===== config.mk =====
export PLATFORM = sky130hd
export DESIGN_NAME = rsgp_cell
export DESIGN_NICKNAME = d
export VERILOG_FILES = /design/src/rtl/rsgp_pkg.sv /design/src/rtl/rsgp_cell.sv
export SDC_FILE = /design/constraint.sdc
export NUM_CORES = 1
export LEC_CHECK = 0
export ABC_AREA = 1
export BUFFER_PORTS_ARGS = -buffer_cell sky130_fd_sc_hd__buf_2
export CORE_MARGIN = 2
export CORE_UTILIZATION = 45
export CTS_BUF_LIST = sky130_fd_sc_hd__clkbuf_16
export CTS_CLUSTER_DIAMETER = 60
export DETAILED_ROUTE_END_ITERATION = 8
export GPL_TIMING_DRIVEN = 0
export PLACE_DENSITY = 0.61
export SLEW_MARGIN = 20
export SYNTH_ARGS = -nofsm -noshare
export SYNTH_HDL_FRONTEND = slang
export SYNTH_SLANG_ARGS = --single-unit

===== constraint.sdc =====
create_clock -name clock -period 6.6 [get_ports clock]
set_input_delay 1.32 -clock clock [delete_from_list [all_inputs] [get_ports clock]]
set_output_delay 1.32 -clock clock [all_outputs]
set_load 0.01 [all_outputs]

===== src/rtl/rsgp_pkg.sv =====
// ----------------------------------------------------------------------------
// rsgp_pkg
// Shared widths, codes, control types and GF(256) multiply
// ----------------------------------------------------------------------------
package rsgp_pkg;

   localparam int MAX_COEFFS_DEF = 63;
   localparam int IDX_W          = 6;
   localparam int COEF_W         = 8;
   localparam int DELTA_W        = 5;
   localparam int POLY_W         = 9;
   localparam int CSR_IDX_W      = 2;
   localparam int CSR_DATA_W     = 9;

   localparam logic [CSR_IDX_W-1:0] CSR_DELTA      = 2'd0;
   localparam logic [CSR_IDX_W-1:0] CSR_FIELD_POLY = 2'd1;
   localparam logic [CSR_IDX_W-1:0] CSR_PRIM_ELEM  = 2'd2;

   localparam logic [DELTA_W-1:0] DELTA_RST      = 5'd15;
   localparam logic [COEF_W-1:0]  FIELD_RED_RST  = 8'h1d;
   localparam logic [COEF_W-1:0]  PRIM_ELEM_RST  = 8'd2;

   typedef enum logic [1:0] {
      ST_IDLE,
      ST_BUILD,
      ST_EMIT
   } state_type;

   typedef struct packed {
      logic clear;
      logic build;
      logic shift;
   } cell_ctrl_type;

   function automatic logic [COEF_W-1:0] gf_mul(
      input logic [COEF_W-1:0] a,
      input logic [COEF_W-1:0] b,
      input logic [COEF_W-1:0] red
   );
      logic [COEF_W-1:0] acc;
      logic [COEF_W-1:0] sh;
      acc = '0;
      sh  = a;
      for (int k = 0; k < COEF_W; k++) begin
         if (b[k]) begin
            acc = acc ^ sh;
         end
         sh = sh[COEF_W-1] ? ({sh[COEF_W-2:0], 1'b0} ^ red) : {sh[COEF_W-2:0], 1'b0};
      end
      return acc;
   endfunction

endpackage


===== src/rtl/rsgp_cell.sv =====
// ----------------------------------------------------------------------------
// rsgp_cell
// One coefficient of the chain: seed, multiply-accumulate root step, shift out
// ----------------------------------------------------------------------------
module rsgp_cell
   import rsgp_pkg::*;
(
   input  logic              clock,
   input  cell_ctrl_type     ctrl,
   input  logic              seed,
   input  logic [COEF_W-1:0] root,
   input  logic [COEF_W-1:0] red,
   input  logic [COEF_W-1:0] prev_coef,
   input  logic [COEF_W-1:0] next_coef,
   output logic [COEF_W-1:0] coef
);

   logic [COEF_W-1:0] coef_ff;
   logic [COEF_W-1:0] coef_in;

   always_comb begin
      coef_in = coef_ff;
      if (ctrl.clear) begin
         coef_in = {{(COEF_W-1){1'b0}}, seed};
      end else if (ctrl.build) begin
         coef_in = gf_mul(coef_ff, root, red) ^ prev_coef;
      end else if (ctrl.shift) begin
         coef_in = next_coef;
      end
   end

   always_ff @(posedge clock) begin
      coef_ff <= coef_in;
   end

   assign coef = coef_ff;

endmodule


==> run metrics <==
worst r2r path cells=22; Rel. slew slack=63.4%; Hold Violations, Final=0; CTS resizes=0; final worst slack=2690 ps; Setup crit end=coef[0]; worst r2r src=coef[7]; Final period util=about three fifths; std cell rows=30; vias=approximately 3800; max reg flops=8; GR met3 Demand/Resource=~1.9%; CTS Root Cell=clkbuf_16; crit path launch type=input port; FILL cells=around 760; die span in x=87.0 um; Post-DP HPWL=7.61 mm; Yosys top cell area share=between 30 and 40%; vias in the first global route=about 3500; final setup violation count=0; Synth Cell Area=0.00310 sq mm; # IOs=between 40 and 50; ratio of cells with drive above 1 in the final layout=a little under an eighth; required time of the critical path=~6600 ps; max-slew violation count=0; FF-to-FF setup slack=around 3500 ps; WL/cell=around 12 um; Starting Density=approximately 46%; first-pass GRT wire length=15.5 mm; yosys warns=0; status=completed; largest area contributor in the netlist=nand2_1; routing usage on met1=between 30% and 40%; Netlist cell types=32; H-tree levels=1; Crit Path Category=input port to flip-flop; final core utilization=between 50 and 60%; largest net degree at the start of global routing=11; Initial DRT Pass Iterations=5; ANT nets after route=0; via/cell ratio=4.97; most crowded layer after global routing=met2; most numerous cell in the Yosys netlist=nand2_1; number of buffers created by CTS=3; final worst path period need=just under 4000 ps; port buffer count=39; All-Layer GR Usage=~25%; Nets=between 700 and 800; Initial DRC Count=~180; Longest Clk Path Bufs=2; RSZ-0062 raised after global routing=false; ANT cells=0; CP endpoint kind=flip-flop; prevailing post-synth register cell=dfxtp_1; MaxCap Viol Count=0; Die H=roughly 87 um; Worst Setup SP=red[5]; Worst-Margin Slew=549 ps; Synth Instances=between 600 and 700; Post-synth top cells=276 x nand2_1, 103 x nand3_1, 81 x inv_1, 61 x nor2_1, 20 x xor2_1; CTS tree=done; post-route setup TNS=0 ps; CP Max Fanout=10; number of synthesized flops with an enable pin=1; Synth Net Count=between 600 and 700; Area after DPL=roughly 0.0034 sq mm; Post-synth ARST share=0%; fmax=about 260 MHz; worst min-delay path category=flip-flop to flip-flop; Reg clk slew, reported paths=around 40 ps; CTS Hold Bufs=0; Max Clock Skew=around 2.2 ps; crit path DAT=3900 ps; Hold Startpoint=coef[5]; post-CTS setup buffer count=0; CTS sink cnt=8; leading post-synthesis cells by cell area=nand2_1 33%, nand3_1 17%, inv_1 9.8%, nor2_1 7.4%, xor2_1 5.6%; worst reg2reg endpoint=coef[0]; area added between synthesis and finish=12.1%; flops & latches, synth=8; grt ovf=0; dpl ws=approximately 2500 ps; die area=0.00757 sq mm; Final GP Congestion=slightly below 0.9; Core ar.=0.00672 sq mm; Avg Cell Area, Syn=just under 5 sq um; Final Cell Area=about 0.0035 sq mm; Routed Wire Length=9.05 mm; DRC viols=0; met2 Resource Use GR=between 40% and 50%; sequential-to-total area share from yosys stat=5.49%; worst skew pair latency=230 ps; initial antenna violation count=0
-- per-layer routing --
layer  vias up  routed length (um)
met5         -                   0
met4         0                 134
met3        12                 351
met2        81                4170
met1      1633                4390
li1       2038                   -
-- cell usage in the layout (no fill, tap or decap), types with 6 or more instances in the layout --
| cell | count |
|---|---|
| buf_2 | 44 |
| clkbuf_1 | 8 |
| dfxtp_1 | 7 |
| inv_1 | 82 |
| nand2_1 | 276 |
| nand2_2 | 6 |
| nand2_4 | 6 |
| nand3_1 | 103 |
| nand3b_1 | 9 |
| nor2_1 | 61 |
| o21ai_0 | 9 |
| xnor2_1 | 11 |
| xor2_1 | 20 |
-- layout make-up --
type                       count  area, sq um  area share [%]
clock buffer                   3         75.1            2.16
sequential                     8          170            4.90
timing repair buffer          39          195            5.62
tap                           80          100            2.88
inverter                      86          325            9.36
clock inverter                 1         3.75           0.108
multi-input combinational    521         2500            71.9
buffer                        20          108            3.10
-- how the worst min path moves through the flow --
stage	to	slack [ps]	cells after the start
final	coef[5]	530	2
after global routing	coef[6]	560	2
after CTS	coef[6]	530	2
after detailed placement	coef[5]	530	2
after global placement	coef[1]	520	2
after floorplan	coef[1]	500	2
-- logic make-up (layout without fill, tap and decap cells) --
logic type                after synthesis  count (layout)  share of synthesized area, %
buffers and inverters                 106             149                          14.0
DFF                                     8               8                          5.49
AOI/OAI and AO/OA                      15              15                          2.78
xor gates and xnor gates               33              33                          10.2
and+or+nand+nor                       473             473                          67.6
-- stage by stage --
stage	hold WS, ps	cells
after global routing	561	758
after detailed placement	526	754
final	525	758
after floorplan	499	635
after CTS	535	758
after global placement	520	754
-- critical path, cell delays in order --
cell	delay [ps]
buf_2	110
buf_1	440
nand3_1	170
nand2_1	220
nand3b_4	190
nand2_4	70
nand2_4	100
inv_2	60
nor2_8	180
nand3_4	150
nand3_4	140
inv_2	60
nand2_4	100
nand2_1	80
nor3_1	200
inv_1	60
nand2_1	60
nand3_1	70
nand2_1	70
nand2_1	50
Power is not shown: default switching activity piles up to over one toggle a cycle in this logic, so the estimate is an artifact.
